[config.mk]
export PLATFORM = sky130hd
export DESIGN_NAME = newreno_congestion_window_unit
export DESIGN_NICKNAME = d
export VERILOG_FILES = /design/src/nrcw_pkg.sv /design/src/nrcw_muldiv.sv /design/src/newreno_congestion_window_unit.sv
export SDC_FILE = /design/constraint.sdc
export NUM_CORES = 2
export LEC_CHECK = 0
export ABC_CLOCK_PERIOD_IN_PS = 21900
export BUFFER_PORTS_ARGS = -buffer_cell sky130_fd_sc_hd__buf_2
export CAP_MARGIN = 10
export CORE_MARGIN = 2
export CORE_UTILIZATION = 57
export CTS_CLUSTER_SIZE = 25
export DETAILED_ROUTE_END_ITERATION = 10
export PLACE_DENSITY = 0.83
export SLEW_MARGIN = 10
export SYNTH_ARGS = -nofsm -noshare
export SYNTH_HDL_FRONTEND = slang
export SYNTH_SLANG_ARGS = --single-unit
[constraint.sdc]
create_clock -name aclk -period 21.9 [get_ports aclk]
set_input_delay 2.19 -clock aclk [delete_from_list [all_inputs] [get_ports aclk]]
set_output_delay 2.19 -clock aclk [all_outputs]
set_load 0.005 [all_outputs]
[src/nrcw_pkg.sv]
package nrcw_pkg;

    // event codes on s_req_type
    localparam logic [2:0] REQ_SENT      = 3'd0;
    localparam logic [2:0] REQ_ACKED     = 3'd1;
    localparam logic [2:0] REQ_LOST      = 3'd2;
    localparam logic [2:0] REQ_LOSS_DONE = 3'd3;
    localparam logic [2:0] REQ_INVAL     = 3'd4;
    localparam logic [2:0] REQ_ECN       = 3'd5;

    // configuration register indexes
    localparam logic [1:0] CFG_MAX_DGRAM = 2'd0;
    localparam logic [1:0] CFG_LOSS_NUM  = 2'd1;
    localparam logic [1:0] CFG_LOSS_DEN  = 2'd2;

    // result codes
    localparam logic       STATUS_OK     = 1'b0;
    localparam logic       STATUS_REJECT = 1'b1;
    localparam logic [1:0] PHASE_SLOW_START = 2'd0;
    localparam logic [1:0] PHASE_AVOIDANCE  = 2'd1;
    localparam logic [1:0] PHASE_RECOVERY   = 2'd2;

    // datagram size limits and initial window floor
    localparam logic [15:0] DGRAM_MIN      = 16'd1200;
    localparam logic [16:0] INIT_WND_FLOOR = 17'd14720;

    // main sequencer states
    typedef enum logic [3:0] {
        ST_IDLE,
        ST_EXEC,
        ST_ACK_FLAGS,
        ST_ACK_TEST,
        ST_ACK_CREDIT,
        ST_ACK_GROW,
        ST_CONG_CHECK,
        ST_CONG_WAIT,
        ST_CONG_WIN,
        ST_FLUSH_END,
        ST_RESP
    } nrcw_state_t;

    // multiply-divide unit states
    typedef enum logic [2:0] {
        MD_IDLE,
        MD_MUL_LO,
        MD_MUL_HI,
        MD_CHECK,
        MD_DIV,
        MD_DONE
    } md_state_t;

    // request to the multiply-divide unit
    typedef struct packed {
        logic        start;
        logic [63:0] mult;
        logic [15:0] num;
        logic [15:0] den;
    } md_cmd_t;

    // answer from the multiply-divide unit
    typedef struct packed {
        logic        done;
        logic [63:0] quot;
    } md_rsp_t;

endpackage

[src/nrcw_muldiv.sv]
module nrcw_muldiv
    import nrcw_pkg::*;
(
    input  logic    aclk,
    input  logic    aresetn,
    input  md_cmd_t md_cmd,
    output md_rsp_t md_rsp
);

    md_state_t   state_reg, state_next;
    logic [63:0] a_reg;
    logic [15:0] num_reg;
    logic [15:0] den_reg;
    logic [47:0] plo_reg;
    logic [47:0] phi_reg;
    logic [15:0] rem_reg;
    logic [63:0] w_reg;
    logic [5:0]  cnt_reg;

    logic [31:0] mul_a;
    logic [47:0] mul_out;
    logic [79:0] prod;
    logic        overflow;
    logic [16:0] shifted;
    logic [16:0] diff;
    logic        fits;

    // single 32x16 multiplier shared by both halves of the operand
    assign mul_a   = (state_reg == MD_MUL_LO) ? a_reg[31:0] : a_reg[63:32];
    assign mul_out = 48'(mul_a) * 48'(num_reg);

    // full product and quotient overflow test
    assign prod     = {phi_reg, 32'd0} + {32'd0, plo_reg};
    assign overflow = (den_reg == 16'd0) || (prod[79:64] >= den_reg);

    // one restoring division step
    assign shifted = {rem_reg, w_reg[63]};
    assign diff    = shifted - {1'b0, den_reg};
    assign fits    = shifted >= {1'b0, den_reg};

    always_ff @(posedge aclk) begin
        if (!aresetn) begin
            state_reg <= MD_IDLE;
        end else begin
            state_reg <= state_next;
        end
    end

    always_comb begin
        state_next = state_reg;
        unique case (state_reg)
            MD_IDLE:   if (md_cmd.start) state_next = MD_MUL_LO;
            MD_MUL_LO: state_next = MD_MUL_HI;
            MD_MUL_HI: state_next = MD_CHECK;
            MD_CHECK:  state_next = overflow ? MD_DONE : MD_DIV;
            MD_DIV:    if (cnt_reg == '1) state_next = MD_DONE;
            MD_DONE:   state_next = MD_IDLE;
            default:   state_next = MD_IDLE;
        endcase
    end

    // operand capture, partial products and quotient shift register
    always_ff @(posedge aclk) begin
        unique case (state_reg)
            MD_IDLE: begin
                if (md_cmd.start) begin
                    a_reg   <= md_cmd.mult;
                    num_reg <= md_cmd.num;
                    den_reg <= md_cmd.den;
                end
            end
            MD_MUL_LO: plo_reg <= mul_out;
            MD_MUL_HI: phi_reg <= mul_out;
            MD_CHECK: begin
                cnt_reg <= '0;
                rem_reg <= prod[79:64];
                w_reg   <= overflow ? '1 : prod[63:0];
            end
            MD_DIV: begin
                cnt_reg <= cnt_reg + 6'd1;
                rem_reg <= fits ? diff[15:0] : shifted[15:0];
                w_reg   <= {w_reg[62:0], fits};
            end
            default: begin
            end
        endcase
    end

    assign md_rsp.done = (state_reg == MD_DONE);
    assign md_rsp.quot = w_reg;

endmodule

[src/newreno_congestion_window_unit.sv]
// NewReno congestion window controller. Each input transfer carries one event
// (sent, acked, lost, loss batch finished, invalidated, ECN) and yields exactly
// one result transfer with the status, transmit allowance, window, threshold,
// bytes in flight and phase after the event. The block takes one event at a
// time and s_ready is low while an event is worked on. Sent, invalidated,
// lost and unknown events go straight to the result; acked events pass the
// flag and test steps and, if needed, the credit and growth steps; a loss
// flush or ECN may start a congestion episode, which waits for the
// multiply-divide unit that forms window*num/den with one 32x16 multiplier
// used for the low and then the high operand half, and a restoring divider
// that produces one quotient bit per cycle, or all ones on overflow. A
// finished result waits in the output register until taken, and the next
// event is accepted meanwhile. Configuration writes take effect at once and
// are meant for idle periods only.
module newreno_congestion_window_unit
    import nrcw_pkg::*;
(
    input  logic        aclk,
    input  logic        aresetn,
    // configuration writes
    input  logic        cfg_wr_en,
    input  logic [1:0]  cfg_index,
    input  logic [15:0] cfg_wdata,
    // event channel
    input  logic        s_valid,
    output logic        s_ready,
    input  logic [2:0]  s_req_type,
    input  logic [63:0] s_byte_count,
    input  logic [63:0] s_send_time,
    input  logic [63:0] s_now_time,
    input  logic        s_persistent_flag,
    // result channel
    output logic        m_valid,
    input  logic        m_ready,
    output logic        m_status,
    output logic [63:0] m_tx_allowance,
    output logic [63:0] m_window_out,
    output logic [63:0] m_threshold_out,
    output logic [63:0] m_inflight_out,
    output logic [1:0]  m_phase
);

    function automatic logic [63:0] sat_add64(input logic [63:0] a, input logic [63:0] b);
        logic [64:0] s;
        s = {1'b0, a} + {1'b0, b};
        return s[64] ? '1 : s[63:0];
    endfunction

    function automatic logic [63:0] sat_sub64(input logic [63:0] a, input logic [63:0] b);
        return (b > a) ? 64'd0 : a - b;
    endfunction

    // min(10*m, max(2*m, floor))
    function automatic logic [63:0] init_wnd(input logic [15:0] m);
        logic [19:0] w10;
        logic [16:0] cap;
        w10 = {1'b0, m, 3'd0} + {3'd0, m, 1'b0};
        cap = ({m, 1'b0} < INIT_WND_FLOOR) ? INIT_WND_FLOOR : {m, 1'b0};
        return (w10 > {3'd0, cap}) ? {47'd0, cap} : {44'd0, w10};
    endfunction

    nrcw_state_t state_reg, state_next;

    // configuration
    logic [15:0] max_dgram_reg;
    logic [15:0] loss_num_reg;
    logic [15:0] loss_den_reg;

    // controller state
    logic [63:0] window_reg;
    logic [63:0] inflight_reg;
    logic [63:0] threshold_reg;
    logic [63:0] credit_reg;
    logic [63:0] rec_start_reg;
    logic [63:0] last_loss_reg;
    logic        loss_pending_reg;
    logic        in_recovery_reg;

    // captured event
    logic [2:0]  req_reg;
    logic [63:0] size_reg;
    logic [63:0] tx_time_reg;
    logic [63:0] now_reg;
    logic        persist_reg;
    logic        status_reg;

    // acked event scratch
    logic [63:0] rem_reg;
    logic        ge_reg;
    logic        lt_reg;
    logic        tok_reg;

    // result register
    logic        m_valid_reg;
    logic        m_status_reg;
    logic [63:0] m_allow_reg;
    logic [63:0] m_window_reg;
    logic [63:0] m_thresh_reg;
    logic [63:0] m_inflight_reg;
    logic [1:0]  m_phase_reg;

    logic [63:0] min_wnd;
    logic [63:0] three_dgram;
    logic        cong_limited;
    logic        cong_go;
    logic        resp_load;
    md_cmd_t     md_cmd;
    md_rsp_t     md_rsp;

    assign min_wnd     = {47'd0, max_dgram_reg, 1'b0};
    assign three_dgram = {46'd0, {1'b0, max_dgram_reg, 1'b0} + {2'd0, max_dgram_reg}};

    // sender is limited by the window
    assign cong_limited = ge_reg
                        || (lt_reg && (rem_reg <= {1'b0, window_reg[63:1]}))
                        || (rem_reg <= three_dgram);

    // congestion episode starts only for losses sent after the last recovery
    assign cong_go   = last_loss_reg > rec_start_reg;
    assign resp_load = (state_reg == ST_RESP) && (!m_valid_reg || m_ready);

    assign md_cmd.start = (state_reg == ST_CONG_CHECK) && cong_go;
    assign md_cmd.mult  = window_reg;
    assign md_cmd.num   = loss_num_reg;
    assign md_cmd.den   = loss_den_reg;

    nrcw_muldiv u_muldiv (
        .aclk    (aclk),
        .aresetn (aresetn),
        .md_cmd  (md_cmd),
        .md_rsp  (md_rsp)
    );

    always_ff @(posedge aclk) begin
        if (!aresetn) begin
            state_reg <= ST_IDLE;
        end else begin
            state_reg <= state_next;
        end
    end

    // sequencer
    always_comb begin
        state_next = state_reg;
        unique case (state_reg)
            ST_IDLE: begin
                if (s_valid) state_next = ST_EXEC;
            end
            ST_EXEC: begin
                priority case (req_reg)
                    REQ_ACKED:     state_next = ST_ACK_FLAGS;
                    REQ_LOSS_DONE: state_next = loss_pending_reg ? ST_CONG_CHECK : ST_RESP;
                    REQ_ECN:       state_next = ST_CONG_CHECK;
                    default:       state_next = ST_RESP;
                endcase
            end
            ST_ACK_FLAGS: state_next = ST_ACK_TEST;
            ST_ACK_TEST: begin
                if (!cong_limited || !tok_reg || lt_reg) begin
                    state_next = ST_RESP;
                end else begin
                    state_next = ST_ACK_CREDIT;
                end
            end
            ST_ACK_CREDIT: begin
                state_next = (credit_reg >= window_reg) ? ST_ACK_GROW : ST_RESP;
            end
            ST_ACK_GROW:   state_next = ST_RESP;
            ST_CONG_CHECK: state_next = cong_go ? ST_CONG_WAIT : ST_FLUSH_END;
            ST_CONG_WAIT: begin
                if (md_rsp.done) state_next = ST_CONG_WIN;
            end
            ST_CONG_WIN:  state_next = ST_FLUSH_END;
            ST_FLUSH_END: state_next = ST_RESP;
            ST_RESP: begin
                if (resp_load) state_next = ST_IDLE;
            end
            default: state_next = ST_IDLE;
        endcase
    end

    assign s_ready = (state_reg == ST_IDLE);

    // configuration and controller state
    always_ff @(posedge aclk) begin
        if (!aresetn) begin
            max_dgram_reg    <= DGRAM_MIN;
            loss_num_reg     <= 16'd1;
            loss_den_reg     <= 16'd2;
            window_reg       <= init_wnd(DGRAM_MIN);
            inflight_reg     <= '0;
            threshold_reg    <= '1;
            credit_reg       <= '0;
            rec_start_reg    <= '0;
            last_loss_reg    <= '0;
            loss_pending_reg <= 1'b0;
            in_recovery_reg  <= 1'b0;
        end else begin
            // register writes; the user is to make them only while idle, unchecked here
            if (cfg_wr_en) begin
                unique case (cfg_index)
                    CFG_MAX_DGRAM: begin
                        if (cfg_wdata >= DGRAM_MIN) begin
                            max_dgram_reg <= cfg_wdata;
                            if (cfg_wdata < max_dgram_reg) window_reg <= init_wnd(cfg_wdata);
                        end
                    end
                    CFG_LOSS_NUM: loss_num_reg <= cfg_wdata;
                    CFG_LOSS_DEN: loss_den_reg <= cfg_wdata;
                    default: begin
                    end
                endcase
            end

            unique case (state_reg)
                ST_EXEC: begin
                    priority case (req_reg)
                        REQ_SENT:  inflight_reg <= sat_add64(inflight_reg, size_reg);
                        REQ_INVAL: inflight_reg <= sat_sub64(inflight_reg, size_reg);
                        REQ_ACKED: inflight_reg <= sat_sub64(inflight_reg, size_reg);
                        REQ_LOST: begin
                            if (size_reg <= inflight_reg) begin
                                inflight_reg <= inflight_reg - size_reg;
                                if (tx_time_reg > last_loss_reg) begin
                                    last_loss_reg <= tx_time_reg;
                                    if (!loss_pending_reg) begin
                                        loss_pending_reg <= 1'b1;
                                        credit_reg       <= '0;
                                    end
                                end
                            end
                        end
                        REQ_ECN: begin
                            loss_pending_reg <= 1'b1;
                            credit_reg       <= '0;
                            last_loss_reg    <= tx_time_reg;
                        end
                        default: begin
                        end
                    endcase
                end
                ST_ACK_TEST: begin
                    if (cong_limited && tok_reg) begin
                        if (lt_reg) begin
                            window_reg      <= sat_add64(window_reg, size_reg);
                            in_recovery_reg <= 1'b0;
                        end else begin
                            credit_reg <= sat_add64(credit_reg, size_reg);
                        end
                    end
                end
                ST_ACK_CREDIT: begin
                    if (credit_reg >= window_reg) begin
                        credit_reg <= credit_reg - window_reg;
                    end else begin
                        in_recovery_reg <= 1'b0;
                    end
                end
                ST_ACK_GROW: begin
                    window_reg      <= sat_add64(window_reg, {48'd0, max_dgram_reg});
                    in_recovery_reg <= 1'b0;
                end
                ST_CONG_WAIT: begin
                    if (md_rsp.done) begin
                        threshold_reg   <= md_rsp.quot;
                        in_recovery_reg <= 1'b1;
                        rec_start_reg   <= now_reg;
                    end
                end
                ST_CONG_WIN: begin
                    window_reg <= (threshold_reg < min_wnd) ? min_wnd : threshold_reg;
                end
                ST_FLUSH_END: begin
                    if ((req_reg == REQ_LOSS_DONE) && persist_reg) begin
                        window_reg    <= min_wnd;
                        rec_start_reg <= '0;
                    end
                    loss_pending_reg <= 1'b0;
                end
                default: begin
                end
            endcase
        end
    end

    // event capture, status and acked-event flags
    always_ff @(posedge aclk) begin
        if ((state_reg == ST_IDLE) && s_valid) begin
            req_reg     <= s_req_type;
            size_reg    <= s_byte_count;
            tx_time_reg <= s_send_time;
            now_reg     <= s_now_time;
            persist_reg <= s_persistent_flag;
        end
        if (state_reg == ST_EXEC) begin
            status_reg <= ((req_reg == REQ_LOST) && (size_reg > inflight_reg)) ?
                          STATUS_REJECT : STATUS_OK;
        end
        if (state_reg == ST_ACK_FLAGS) begin
            rem_reg <= window_reg - inflight_reg;
            ge_reg  <= inflight_reg >= window_reg;
            lt_reg  <= window_reg < threshold_reg;
            tok_reg <= tx_time_reg > rec_start_reg;
        end
    end

    // result register
    always_ff @(posedge aclk) begin
        if (!aresetn) begin
            m_valid_reg <= 1'b0;
        end else if (resp_load) begin
            m_valid_reg <= 1'b1;
        end else if (m_ready) begin
            m_valid_reg <= 1'b0;
        end
    end

    always_ff @(posedge aclk) begin
        if (resp_load) begin
            m_status_reg   <= status_reg;
            m_allow_reg    <= (inflight_reg >= window_reg) ? 64'd0 : window_reg - inflight_reg;
            m_window_reg   <= window_reg;
            m_thresh_reg   <= threshold_reg;
            m_inflight_reg <= inflight_reg;
            if (in_recovery_reg) begin
                m_phase_reg <= PHASE_RECOVERY;
            end else if (window_reg < threshold_reg) begin
                m_phase_reg <= PHASE_SLOW_START;
            end else begin
                m_phase_reg <= PHASE_AVOIDANCE;
            end
        end
    end

    assign m_valid         = m_valid_reg;
    assign m_status        = m_status_reg;
    assign m_tx_allowance  = m_allow_reg;
    assign m_window_out    = m_window_reg;
    assign m_threshold_out = m_thresh_reg;
    assign m_inflight_out  = m_inflight_reg;
    assign m_phase         = m_phase_reg;

    // accepted event always enters execution
    a_accept_exec: assert property (@(posedge aclk) disable iff (!aresetn)
        s_valid && s_ready |=> state_reg == ST_EXEC)
        else $error("accepted event did not enter execution");

    // divider answers only while the sequencer waits for it
    a_md_done_wait: assert property (@(posedge aclk) disable iff (!aresetn)
        md_rsp.done |-> state_reg == ST_CONG_WAIT)
        else $error("multiply-divide result outside congestion wait");

    // congestion result lands in threshold and enters recovery
    a_cong_update: assert property (@(posedge aclk) disable iff (!aresetn)
        state_reg == ST_CONG_WAIT && md_rsp.done |=>
        in_recovery_reg && threshold_reg == $past(md_rsp.quot))
        else $error("congestion result not applied");

    // flush always clears the pending loss
    a_flush_clear: assert property (@(posedge aclk) disable iff (!aresetn)
        state_reg == ST_FLUSH_END |=> !loss_pending_reg)
        else $error("loss still pending after flush");

    // result phase is a defined code
    a_phase_code: assert property (@(posedge aclk) disable iff (!aresetn)
        m_valid |-> m_phase != 2'd3)
        else $error("undefined phase code");

endmodule
==> flow_summary.json <==
{
  "tightest_slew_ps": 1260,
  "dp_hpwl_mm": 292.5,
  "htreeDepth": 4,
  "antenna_found_initial": 39,
  "multi_input_area_um2": 59360,
  "switching_share": 0.5053,
  "vias": 89842,
  "synth.most_common_cell": "inv_1",
  "endpoint_kind": "register",
  "p_per_area_nw_per_um2": 148.0,
  "ios": 480,
  "final_core_util": 0.6277,
  "synth_compound_area_frac": 0.1947,
  "worstPathArrival_ps": 9690,
  "async_flop_share": 0,
  "synth_area_per_cell_um2": 9.052,
  "p_seq_frac": 0.245,
  "cp-start-kind": "register",
  "status": "completed",
  "min_path_type": "reg -> reg",
  "setup_viol_count_final": 0,
  "clkLatencyLatePin_ps": 860,
  "yosysTopAreaCellShare": 0.2447,
  "grt_pass1_wl_mm": 553.9,
  "max_freq_ghz": 0.1096,
  "design.die.area_um2": 175800,
  "die_x_um": 419.3,
  "design_area_um2": 107700,
  "initial_core_util": 0.5730,
  "ys.warnings.count": 0,
  "rsz0062_at_grt": "no",
  "core_um2": 171500,
  "yosys.cell_types.count": 117,
  "rr_startpoint": "u_muldiv.state_reg[0]",
  "area_growth_pct": 9.553,
  "cts_setup_buffers": 0,
  "synth_area_um2": 98290,
  "finalSetupTns_ps": 0,
  "endpoint": "u_muldiv.plo_reg[45]",
  "routed_wl_mm": 379.8,
  "ys_ff_latch": 1243,
  "period_needed_ps": 9122,
  "cts-root-buf": "clkbuf_16",
  "p_leak_nw": 46.18,
  "slew_violations": 0,
  "ir_worst_vdd_mv": 0.1604,
  "rows": 152,
  "die_y_um": 419.3,
  "grt_max_degree": 103,
  "clk_pin_slew_worst_paths_ps": 60,
  "synthTopCellsByArea": "edfxtp_1, ha_1, dfxtp_1",
  "drv_cap": 0,
  "wl_per_cell_um": 27.94,
  "drt-initial-drc-count": 12248,
  "synth_top_family_by_area": "adder cells",
  "r2r_setup_slack_ps": 12780,
  "layout.area.seq_um2": 32900,
  "drc": 0,
  "routed_via_density": 6.607,
  "slew_headroom": 0.1521,
  "ys_top_cells_by_count": "inv_1, a21oi_1, nand2_1",
  "synth_xor_area_frac": 0.03475,
  "syn_inst": 10859,
  "ctsHoldBuffers": 0,
  "crit_path_start": "u_muldiv.state_reg[0]",
  "port_buffers": 479,
  "synth_simple_gate_area_frac": 0.1484,
  "period_share": 0.4165,
  "placed_area_um2": 102800,
  "rr_endpoint": "u_muldiv.plo_reg[45]",
  "crit_fanout": 64,
  "synthMuxAreaShare": 0.01225,
  "power_frac_comb": 0.597,
  "place.gp.congestion": 1.111,
  "reg2reg_depth": 27,
  "p_sw_mw": 8.051,
  "cts_resized": 0,
  "cp.required_ps": 22470,
  "drive_above_1_share": 0.08905,
  "synth_fa_ha_area_frac": 0.2120,
  "yosys.area.top_type": "edfxtp_1",
  "n_fill_cell": 14275,
  "cts_tree": "done",
  "grtUsageTotal": 0.4242,
  "final_antenna_net_count": 0,
  "syn_nets": 12486,
  "grt_pass1_vias": 86838,
  "crit_type": "reg -> reg",
  "clk_path_buf_depth": 3,
  "internal_power_mw": 7.881,
  "ys_seq_area_frac": 0.3347,
  "final_nets": 12760,
  "first_pass_iters": 7,
  "overflow": 0,
  "cts_buffers": 139,
  "ys.flop_type": "edfxtp_1",
  "skew_ps": 39.59,
  "p_clk_frac": 0.157,
  "timing_hold_violations_final": 0,
  "synth_edf_count": 801,
  "clock_sinks": 1243
}
cell families (layout without fill, tap and decap cells):
| kind of cell | after synthesis | count (layout) |
|---|---|---|
| buf+inv | 1609 | 2002 |
| mux | 116 | 116 |
| other cells | 0 | 35 |
| xor+xnor | 390 | 390 |
| compound gates | 3029 | 3029 |
| flops | 1243 | 1243 |
| fa+ha+maj | 1408 | 1408 |
| simple gates | 3064 | 3064 |
stage by stage:
stage	instances	total power [mW]	hold WS (ps)	setup slack (ps)
2_1_floorplan	10859	9.866	400.3	1060
3_3_place_gp	13302	12.80	411.0	13070
3_5_place_dp	13302	12.94	415.6	13000
4_1_cts	13562	15.48	429.4	12960
5_1_grt	13565	16.60	436.6	12440
6_report	13597	15.93	428.0	12780
power by group through the flow:
| stage | combinational (mW) | clock (mW) | sequential, mW |
|---|---|---|---|
| final | 9.52 | 2.51 | 3.91 |
| after global routing | 10.1 | 2.59 | 3.89 |
| after CTS | 9.12 | 2.51 | 3.85 |
| after detailed placement | 9.04 | 0 | 3.90 |
| after global placement | 8.90 | 0 | 3.89 |
| after floorplan | 6.27 | 0 | 3.59 |
how the worst min path moves through the flow:
stage	from	endpoint	slack [ps]	depth (start not counted)
after floorplan	status_reg	m_status	400	0
after global placement	loss_den_reg[12]	u_muldiv.den_reg[12]	410	0
after detailed placement	loss_num_reg[4]	u_muldiv.num_reg[4]	420	0
after CTS	loss_num_reg[4]	u_muldiv.num_reg[4]	430	0
after global routing	loss_den_reg[12]	u_muldiv.den_reg[12]	440	0
final	loss_num_reg[5]	u_muldiv.num_reg[5]	430	0
critical path, cell delays in order, from the launching register on:
cell       delay [ps]
dfxtp_1           520
nor3b_2           220
buf_4             310
buf_4             760
mux2_2            590
and2_1            240
fa_1              470
inv_1              50
fa_1              520
inv_1              50
fa_1              520
fa_1              440
fa_1              560
inv_1              60
fa_1              530
inv_1              40
ha_1              330
and2_1            190
nand3_1            90
a21oi_1           230
nor3_1             90
nor2_1            160
a2111oi_1         140
o41ai_1           880
a21oi_1           280
o21ai_0           230
a21oi_1           110
xnor2_1           150
layout make-up:
class / count / area share
antenna: 35 / 0.0008134
clock buffer: 172 / 0.03459
clock inverter: 88 / 0.009946
inverter: 1131 / 0.03949
multi-input combinational: 8007 / 0.5513
sequential: 1243 / 0.3055
tap: 2310 / 0.02684
timing repair buffer: 611 / 0.03152
metal layers:
layer / global-route usage / up-vias / wire [um]
li1: - / 39281 / -
met2: 0.6100 / 6135 / 157000
met4: 0.2944 / 24 / 31070
met3: 0.1427 / 1518 / 52360
met1: 0.5364 / 42884 / 139100
met5: 0 / - / 279
placed cells by master (no fill, tap or decap), types with 28 or more instances in the layout:
cell type	count
and3_1	59
o21ai_0	566
mux2i_1	82
nor2_1	700
buf_4	132
o22ai_1	28
nand4_1	196
buf_2	478
nor2b_1	93
o211ai_1	136
dfxtp_1	442
a31oi_1	150
clkbuf_16	141
nor3_1	159
a21oi_1	1062
nand2_1	995
xnor2_1	257
a21boi_0	28
ha_1	979
o21ai_1	28
edfxtp_1	801
fa_1	429
nand2b_1	89
and2_1	257
a211oi_1	81
diode_2	35
or3_1	41
a221oi_1	49
mux2_2	34
o31ai_1	58
nand3_1	260
o21a_1	84
o21bai_1	116
xor2_1	133
a221o_1	34
nor4_1	80
a21o_1	287
inv_1	1128
Power figures use the tool's default switching activity.
